[src/design/amc_ram.sv]
module amc_ram #(
  parameter int WIDTH = 8,
  parameter int DEPTH = 16
) (
  input  logic                     clk,
  input  logic                     we,
  input  logic [$clog2(DEPTH)-1:0] waddr,
  input  logic [WIDTH-1:0]         wdata,
  input  logic                     re,
  input  logic [$clog2(DEPTH)-1:0] raddr,
  output logic [WIDTH-1:0]         rdata
);

  logic [WIDTH-1:0] mem [DEPTH];

  always_ff @(posedge clk) begin
    if (we) begin
      mem[waddr] <= wdata;
    end
    if (re) begin
      rdata <= mem[raddr];
    end
  end

endmodule

[config.mk]
export PLATFORM = sky130hd
export DESIGN_NAME = amc_ram
export DESIGN_NICKNAME = d
export VERILOG_FILES = /design/src/design/amc_ram.sv
export SDC_FILE = /design/constraint.sdc
export NUM_CORES = 1
export LEC_CHECK = 0
export BUFFER_PORTS_ARGS = -buffer_cell sky130_fd_sc_hd__buf_2
export CAP_MARGIN = 20
export CORE_MARGIN = 5
export CORE_UTILIZATION = 43
export CTS_BUF_LIST = sky130_fd_sc_hd__clkbuf_8 sky130_fd_sc_hd__clkbuf_16
export CTS_CLUSTER_DIAMETER = 30
export DETAILED_ROUTE_END_ITERATION = 10
export PLACE_DENSITY_LB_ADDON = 0.12
export SYNTH_ARGS = -nofsm -noshare
export SYNTH_HDL_FRONTEND = slang
export SYNTH_SLANG_ARGS = --single-unit
[constraint.sdc]
create_clock -name clk -period 2.55 [get_ports clk]
set_input_delay 0.1275 -clock clk [delete_from_list [all_inputs] [get_ports clk]]
set_output_delay 0.1275 -clock clk [all_outputs]
set_load 0.005 [all_outputs]
==> After elaboration in Yosys (flattened, before gate mapping) <==
Memories as Yosys holds them, arrays and structs flattened. A register that Yosys moved wholly into a read port is not among the register bits.
Cells that the tools add are included.
{ "word_totals": {"register_bits": 0, "ramBits": 128, "inputBits": 19, "output_inout_bits": 8, "wordCells": 3, "mem_count": 1} }
{ "classes": {"mux": 2} }
{ "memory_table": {"columns": ["name", "depth", "word_bits", "rd", "rd_ports_with_merged_regs", "wr", "line_no", "text"], "rows": [
  ["mem", 16, 8, 1, 1, 1, "14", "logic [WIDTH-1:0] mem [DEPTH];"]
]} }
{ "op_table": {"columns": ["operator", "n"], "rows": [
  ["1-bit two-way mux", 2]
]} }

==> Logic depth before layout (Yosys ltp) <==
Gate-level depths: netlist (run 1).
{ "depth": {"ltp_word": 2, "depth_mapped": 5, "depth_no_buf": 3} }

==> Worst setup path after synthesis (run 1) <==
Ideal clock, no wire load.
{ "synth_timing": {"path_kind": "input port to flip-flop", "startpoint": "in waddr[2]", "endpoint": "mem mem[0][0], enable pin", "setup_time_ns": 0.383, "arrival_ns": 1.237, "required_ns": 2.167, "setup_slack_ns": 0.930, "path_stages": 2, "n_path_buf": 0, "cell_sequence": "or3b_2 nor3_1"} }
{ "synth_lines": {"columns": ["item", "line_no", "text"], "rows": [
  ["from (decl)", "7", "input logic [$clog2(DEPTH)-1:0] waddr,"],
  ["to (decl)", "14", null]
]} }
Straight into the memory's write port.

==> out/metrics.cfg, run 1 <==
[layout]
areaGrowthSynthToFinish_pct=19.91
stdcell_count=443
diodes=0
seqCellArea_mm2=0.004084
multi_input_area_mm2=0.001057
drive_gt1_share_pct=31.08
fillers=911
nets=302

[yosys]
synth_nets=248
synth_cells=229
synth-xor-area-share_pct=0
seq_area_frac_synth_pct=78.12
synthSimpleGateAreaFrac_pct=3.135
synth_largest_area_cell=edfxtp_1
ys_seq_elements=136
synthAdderAreaFrac_pct=0
synth.area.top_cells=edfxtp_1 78%, mux4_2 7.8%, mux4_1 7.0%
syn_avg_cell_area_um2=22.83
synth_top_cell_area_share_pct=78.12
yosys-mux-area-fraction_pct=14.79
synth_compound_area_share_pct=2.298
synth.distinct_cells=18
syn-cell-area_mm2=0.005228
synth_top_family_by_area=multiplexers
synth_warnings=0

[drt]
via_per_inst=5.517
route.detailed.drc=0
wl_met2_um=5065
wirelength_um=10450
wl_met1_um=4771
drt_pass1_iterations=4
wire_per_inst_um=23.60
top_layer=met4
vias=2444
final_antenna_net_count=0
first_iter_violations=205
wl_met3_um=466

[flow_run]
max-cap-violations=0

[setup_path]
critical_path.max_stage_delay_ns=0.48
worst-path-max-fanout=1
cp.required_ns=2.69
slowest_stage=mux4_2
reg2reg_from=mem[3][4]$_DFFE_PP_
r2r_slack_ns=1.01
crit_path_end_kind=flop
crit_type=flop to flop
cp_cell_sequence=mux4_2, a22oi_1, nand2_1
cp.arrival_ns=1.68
timing.rr.end=rdata[4]$_DFFE_PP_
critPathLaunchType=flop
ff2ff_path_depth=3

[clocking]
postCtsSetupBuffers=0
cts_root_buf=clkbuf_16
clk_latency_ns=0.41
hold_buffers=0
ctsResizeCount=0
cts-buffers-inserted=17
cts_tree=yes
cts_num_sinks=136
cts.clk_slew.worst_paths_ns=0.06
htree_levels=4
max-clock-path-buffers=2

[place]
gp_congestion=0.7467
dp_cells=411
io_buffers=26
dpl.hpwl_um=6749

[timing]
fin_tns_setup_ns=0
fmax_ghz=0.6506
min_period_ns=1.537
fin_hold_ws_ns=0.09395
finClkSkew_ns=0.01038
fin_crit_sh_pct=60.27
rsz0062_at_grt=no
setup_violations=0
max_slew_margin_pct=43.67
hold_violations=0
maxSlewViolCount=0
tightest_slew_ns=0.8418

[global_route]
grt_antenna_before_repair=0
grt_max_degree=18
grt_overflow=0
grt_pass1_vias=2568
track_usage_pct=15.55
grt_pass1_wl_um=15750

[power]
p_leak_nw=2.131
power_density_mw_per_mm2=867.2
ir_worst_vdd_mv=0.3800

[status]
outcome=finished clean

[hold_path]
holdCritStartpoint=re
holdPathStages=1
min_to=rdata[0]$_DFFE_PP_
hold_class=input pin to flop

[die]
num_rows=40
start_util_pct=43.70
die_h_um=120.3
die_area_mm2=0.01446
io_pins=27
core_mm2=0.01196
die_w_um=120.3

-- synthesized netlist by cell type --
master / n
nand3_1: 1
clkdlybuf4s25_2: 3
mux4_1: 14
and2_1: 1
nand3b_1: 2
nor2_1: 13
nor2b_1: 1
and2b_1: 1
nand2_1: 9
or3b_2: 1
buf_4: 1
nor3_1: 4
buf_2: 3
mux4_2: 18
nand2b_1: 2
buf_6: 3
a22oi_1: 16
edfxtp_1: 136
-- cell type report --
class / instances / area share, %
flip-flops and latches: 136 / 65.15
clock buffers: 17 / 6.786
multi-input cells: 83 / 16.87
repair buffers: 45 / 4.551
well taps: 147 / 2.934
clock inverters: 15 / 3.713
-- cells by family after synthesis --
family | after synthesis
AO/OA/AOI/OAI | 16
buffers and inverters | 10
flip-flops | 136
multiplexers | 32
AND/OR/NAND/NOR | 35
-- worst max-delay path by stage --
stage                              startpoint             endpoint  cells past startpoint
after CTS                 mem[3][4]$_DFFE_PP_   rdata[4]$_DFFE_PP_                      3
final                     mem[3][4]$_DFFE_PP_   rdata[4]$_DFFE_PP_                      3
after global routing      mem[3][4]$_DFFE_PP_   rdata[4]$_DFFE_PP_                      3
after global placement               raddr[0]   rdata[0]$_DFFE_PP_                      5
after detailed placement             raddr[0]   rdata[0]$_DFFE_PP_                      5
after floorplan                      waddr[2]  mem[0][0]$_DFFE_PP_                      2
-- routing by layer --
metal / vias to the layer above / track usage [%]
li1: 1092 / -
met1: 1286 / 21.60
met2: 54 / 23.88
met3: 12 / 3.789
met4: 0 / 6.161
met5: - / 0
-- state kept, by name (all words and copies together), names as in the netlist --
signal and cells:
mem 128, rdata 8
-- layout by cell type, fill, tap and decap left out --
cell type	n
edfxtp_1	136
buf_2	26
mux4_2	18
buf_4	18
clkbuf_16	17
a22oi_1	16
mux4_1	14
nor2_1	13
nand2_1	9
bufinv_16	6
nor3_1	4
clkinv_1	3
nand3b_1	2
nand2b_1	2
clkinvlp_4	2
clkinv_4	2
nor2b_1	1
and2_1	1
and2b_1	1
nand3_1	1
or3b_2	1
inv_1	1
clkinv_2	1
buf_12	1
-- power breakdown --
part           switching, mW  internal, mW
combinational          0.134        0.0968
clock                  0.856          1.82
sequential            0.0115          2.52
total                   1.00          4.44
-- critical path, delay by kind of cell, from the launching register on --
family             cells  cell delay [ns]
muxes                  1             0.48
DFF                    1             0.37
AOI/OAI and AO/OA      1             0.33
and+or+nand+nor        1             0.10
-- through the flow --
| step | area (um2) | power, mW | utilization, % | setup slack (ns) |
|---|---|---|---|---|
| 2_1_floorplan | 5228 | 2.703 | - | 0.9296 |
| 3_3_place_gp | 5610 | 2.809 | 46.90 | 0.6926 |
| 3_5_place_dp | 5610 | 2.813 | 46.90 | 0.6852 |
| 4_1_cts | 6269 | 5.500 | 52.41 | 1.024 |
| 5_1_grt | 6269 | 5.611 | 52.41 | 0.9355 |
| 6_report | 6269 | 5.436 | 52.41 | 1.013 |
No activity file was read; power rests on OpenSTA's default activity.
==> inputs of run 2 (changes only) <==
- ABC_AREA: default -> 1
- clock period: 2.55 -> 1.4 ns (I/O delays scaled with it)
==> out/metrics.cfg, run 2 <==
[status]
outcome=finished clean  ; unchanged

[setup_path]
crit_type=flop to flop  ; unchanged
ff2ff_path_depth=6  ; was 3
worst-path-max-fanout=1  ; unchanged
cp.required_ns=1.57  ; was 2.69 ns
crit_path_end_kind=flop  ; unchanged
r2r_slack_ns=0.28  ; was 1.01 ns
reg2reg_from=mem[3][2]$_DFFE_PP_  ; was mem[3][4]$_DFFE_PP_
cp.arrival_ns=1.29  ; was 1.68 ns
critPathLaunchType=flop  ; unchanged
timing.rr.end=rdata[2]$_DFFE_PP_  ; was rdata[4]$_DFFE_PP_

[clocking]
cts-buffers-inserted=17  ; unchanged
ctsResizeCount=0  ; unchanged
hold_buffers=0  ; unchanged
postCtsSetupBuffers=0  ; unchanged
cts.clk_slew.worst_paths_ns=0.05  ; was 0.06 ns
cts_tree=yes  ; unchanged
max-clock-path-buffers=2  ; unchanged
htree_levels=4  ; unchanged
clk_latency_ns=0.41  ; about the same
cts_num_sinks=136  ; unchanged
cts_root_buf=clkbuf_16  ; unchanged

[global_route]
track_usage_pct=17.96  ; was 15.55%
grt_overflow=0  ; unchanged
grt_antenna_before_repair=0  ; unchanged
grt_pass1_vias=3687  ; was 2568
grt_pass1_wl_um=21420  ; was 15750 um
grt_max_degree=50  ; was 18

[drt]
final_antenna_net_count=0  ; unchanged
route.detailed.drc=0  ; unchanged
wirelength_um=13500  ; was 10450 um
drt_pass1_iterations=5  ; was 4
vias=3807  ; was 2444
wire_per_inst_um=17.24  ; was 23.60 um
via_per_inst=4.862  ; was 5.517
first_iter_violations=309  ; was 205

[layout]
nets=614  ; was 302
fillers=1207  ; was 911
drive_gt1_share_pct=11.70  ; was 31.08%
final_area_mm2=0.006748  ; was 0.006269 mm2
top_register=mem  ; unchanged
final_cell_mix=173 x nand2_1, 136 x edfxtp_1, 108 x inv_1, 97 x nand3_1, 26 x buf_2  ; was 136 x edfxtp_1, 26 x buf_2, 18 x mux4_2, 18 x buf_4, 17 x clkbuf_16
seqCellArea_mm2=0.004084  ; unchanged
areaGrowthSynthToFinish_pct=15.41  ; was 19.91%
diodes=0  ; unchanged
final_common_cell=nand2_1  ; was edfxtp_1
reg.largest.list=mem x128, rdata x8  ; unchanged
multi_input_area_mm2=0.001214  ; was 0.001057 mm2
largest_reg_flops=128  ; unchanged

[yosys]
synth.most_common_cell=nand2_1  ; was edfxtp_1
synth_nets=570  ; was 248
synth-edff-count=136  ; unchanged
synth_cells=551  ; was 229
ys_seq_elements=136  ; unchanged
synth_warnings=0  ; unchanged
synth.distinct_cells=11  ; was 18
syn_avg_cell_area_um2=10.61  ; was 22.83 um2
synthFlopType=edfxtp_1  ; unchanged
synth_top_cell_area_share_pct=69.85  ; was 78.12%
synth_common_cells=173 x nand2_1, 136 x edfxtp_1, 100 x inv_1  ; was 136 x edfxtp_1, 18 x mux4_2, 16 x a22oi_1
seq_area_frac_synth_pct=69.85  ; was 78.12%
synth_largest_area_cell=edfxtp_1  ; unchanged
syn-cell-area_mm2=0.005847  ; was 0.005228 mm2
synth.area.top_cells=edfxtp_1 70%, nand2_1 11%, nand3_1 8.3%  ; was edfxtp_1 78%, mux4_2 7.8%, mux4_1 7.0%
synth-async-reset-ratio_pct=0  ; unchanged

[power]
ir_worst_vdd_mv=0.6633  ; was 0.3800 mV
clkPwrFrac_pct=42.7  ; was 49.2%
p_sw_share_pct=21.44  ; was 18.42%
pwr-share-comb_pct=6.2  ; was 4.2%
sequentialPowerShare_pct=51.1  ; was 46.6%
intPower_mw=7.104  ; was 4.435 mW
p_sw_mw=1.938  ; was 1.001 mW
power_density_mw_per_mm2=1340  ; was 867.2 mW/mm2
p_leak_nw=2.942  ; was 2.131 nW

[place]
dpl.hpwl_um=8321  ; was 6749 um
gp_congestion=0.7966  ; was 0.7467
io_buffers=26  ; unchanged
placed_area_mm2=0.006241  ; was 0.005610 mm2

[die]
die_area_mm2=0.01603  ; was 0.01446 mm2
start_util_pct=43.98  ; was 43.70%
io_pins=27  ; unchanged
die_w_um=126.6  ; was 120.3 um
core_mm2=0.01330  ; was 0.01196 mm2
num_rows=42  ; was 40
die_h_um=126.6  ; was 120.3 um

[timing]
setup_violations=0  ; unchanged
rsz0062_at_grt=no  ; unchanged
min_period_ns=1.120  ; was 1.537 ns
hold_violations=0  ; unchanged
finClkSkew_ns=0.003839  ; was 0.01038 ns
tightest_slew_ns=0.6396  ; was 0.8418 ns
maxSlewViolCount=0  ; unchanged
max_slew_margin_pct=57.30  ; was 43.67%
fmax_ghz=0.8931  ; was 0.6506 GHz
fin_tns_setup_ns=0  ; unchanged
fin_crit_sh_pct=79.97  ; was 60.27%

[hold_path]
min_to=rdata[7]$_DFFE_PP_  ; was rdata[0]$_DFFE_PP_
hold_class=input pin to flop  ; unchanged
holdPathStages=1  ; unchanged
holdCritStartpoint=re  ; unchanged

[flow_run]
max-cap-violations=0  ; unchanged

-- run 2: worst max-delay path by stage --
stage	from	to	slack, ns	cells past startpoint
3_5_place_dp	raddr[0]	rdata[2]$_DFFE_PP_	0.09	8
2_1_floorplan	waddr[2]	mem[10][0]$_DFFE_PP_	0.38	2
3_3_place_gp	raddr[1]	rdata[0]$_DFFE_PP_	0.04	6
6_report	mem[3][2]$_DFFE_PP_	rdata[2]$_DFFE_PP_	0.28	6
4_1_cts	mem[3][2]$_DFFE_PP_	rdata[2]$_DFFE_PP_	0.27	6
5_1_grt	mem[13][7]$_DFFE_PP_	rdata[7]$_DFFE_PP_	0.21	6
-- run 2: layout make-up --
type,instances,share of cell area (%)
clock buffers,17,6.304
flip-flops and latches,136,60.52
well taps,176,3.263
clock inverters,14,1.205
inverters,102,5.674
multi-input cells,289,17.99
repair buffers,49,5.044
-- run 2: worst max-delay path: stages, from the launching register on --
cell	delay, ns
edfxtp_1	0.36
inv_1	0.06
nand2_1	0.04
nand3_1	0.10
nand3_1	0.12
nand3_1	0.12
nand2_1	0.06
-- run 2: metrics by stage --
| step | instances | utilization [%] | power [mW] | setup slack [ns] | hold slack (ns) |
|---|---|---|---|---|---|
| after floorplan | 551 | - | 5.016 | 0.3792 | 0.1689 |
| after global placement | 752 | 46.94 | 5.266 | 0.03805 | 0.4549 |
| after detailed placement | 752 | 46.94 | 5.268 | 0.09189 | 0.4575 |
| after CTS | 783 | 50.75 | 9.119 | 0.2704 | 0.01443 |
| after global routing | 783 | 50.75 | 9.364 | 0.2061 | 0.02177 |
| final | 783 | 50.75 | 9.042 | 0.2804 | 0.03320 |
-- run 2: cell families after synthesis --
group	share of synthesized area [%]
and+or+nand+nor	20.76
DFF	69.85
buffers and inverters	9.394
-- run 2: per-layer routing --
metal / vias to the layer above / GRT usage, % / wire length [um] / part of all wire [%]
met3: 22 / 3.531 / 739 / 5.5
met5: - / 0 / 0 / 0
li1: 1869 / - / - / -
met4: 0 / 7.886 / 274 / 2.0
met1: 1804 / 25.54 / 6344 / 47
met2: 112 / 26.90 / 6141 / 45
-- run 2: power by group through the flow --
stage	combinational, mW	clock (mW)	sequential, mW
2_1_floorplan	0.322	0	4.69
3_3_place_gp	0.567	0	4.70
3_5_place_dp	0.567	0	4.70
4_1_cts	0.570	3.93	4.62
5_1_grt	0.630	4.11	4.62
6_report	0.561	3.86	4.62
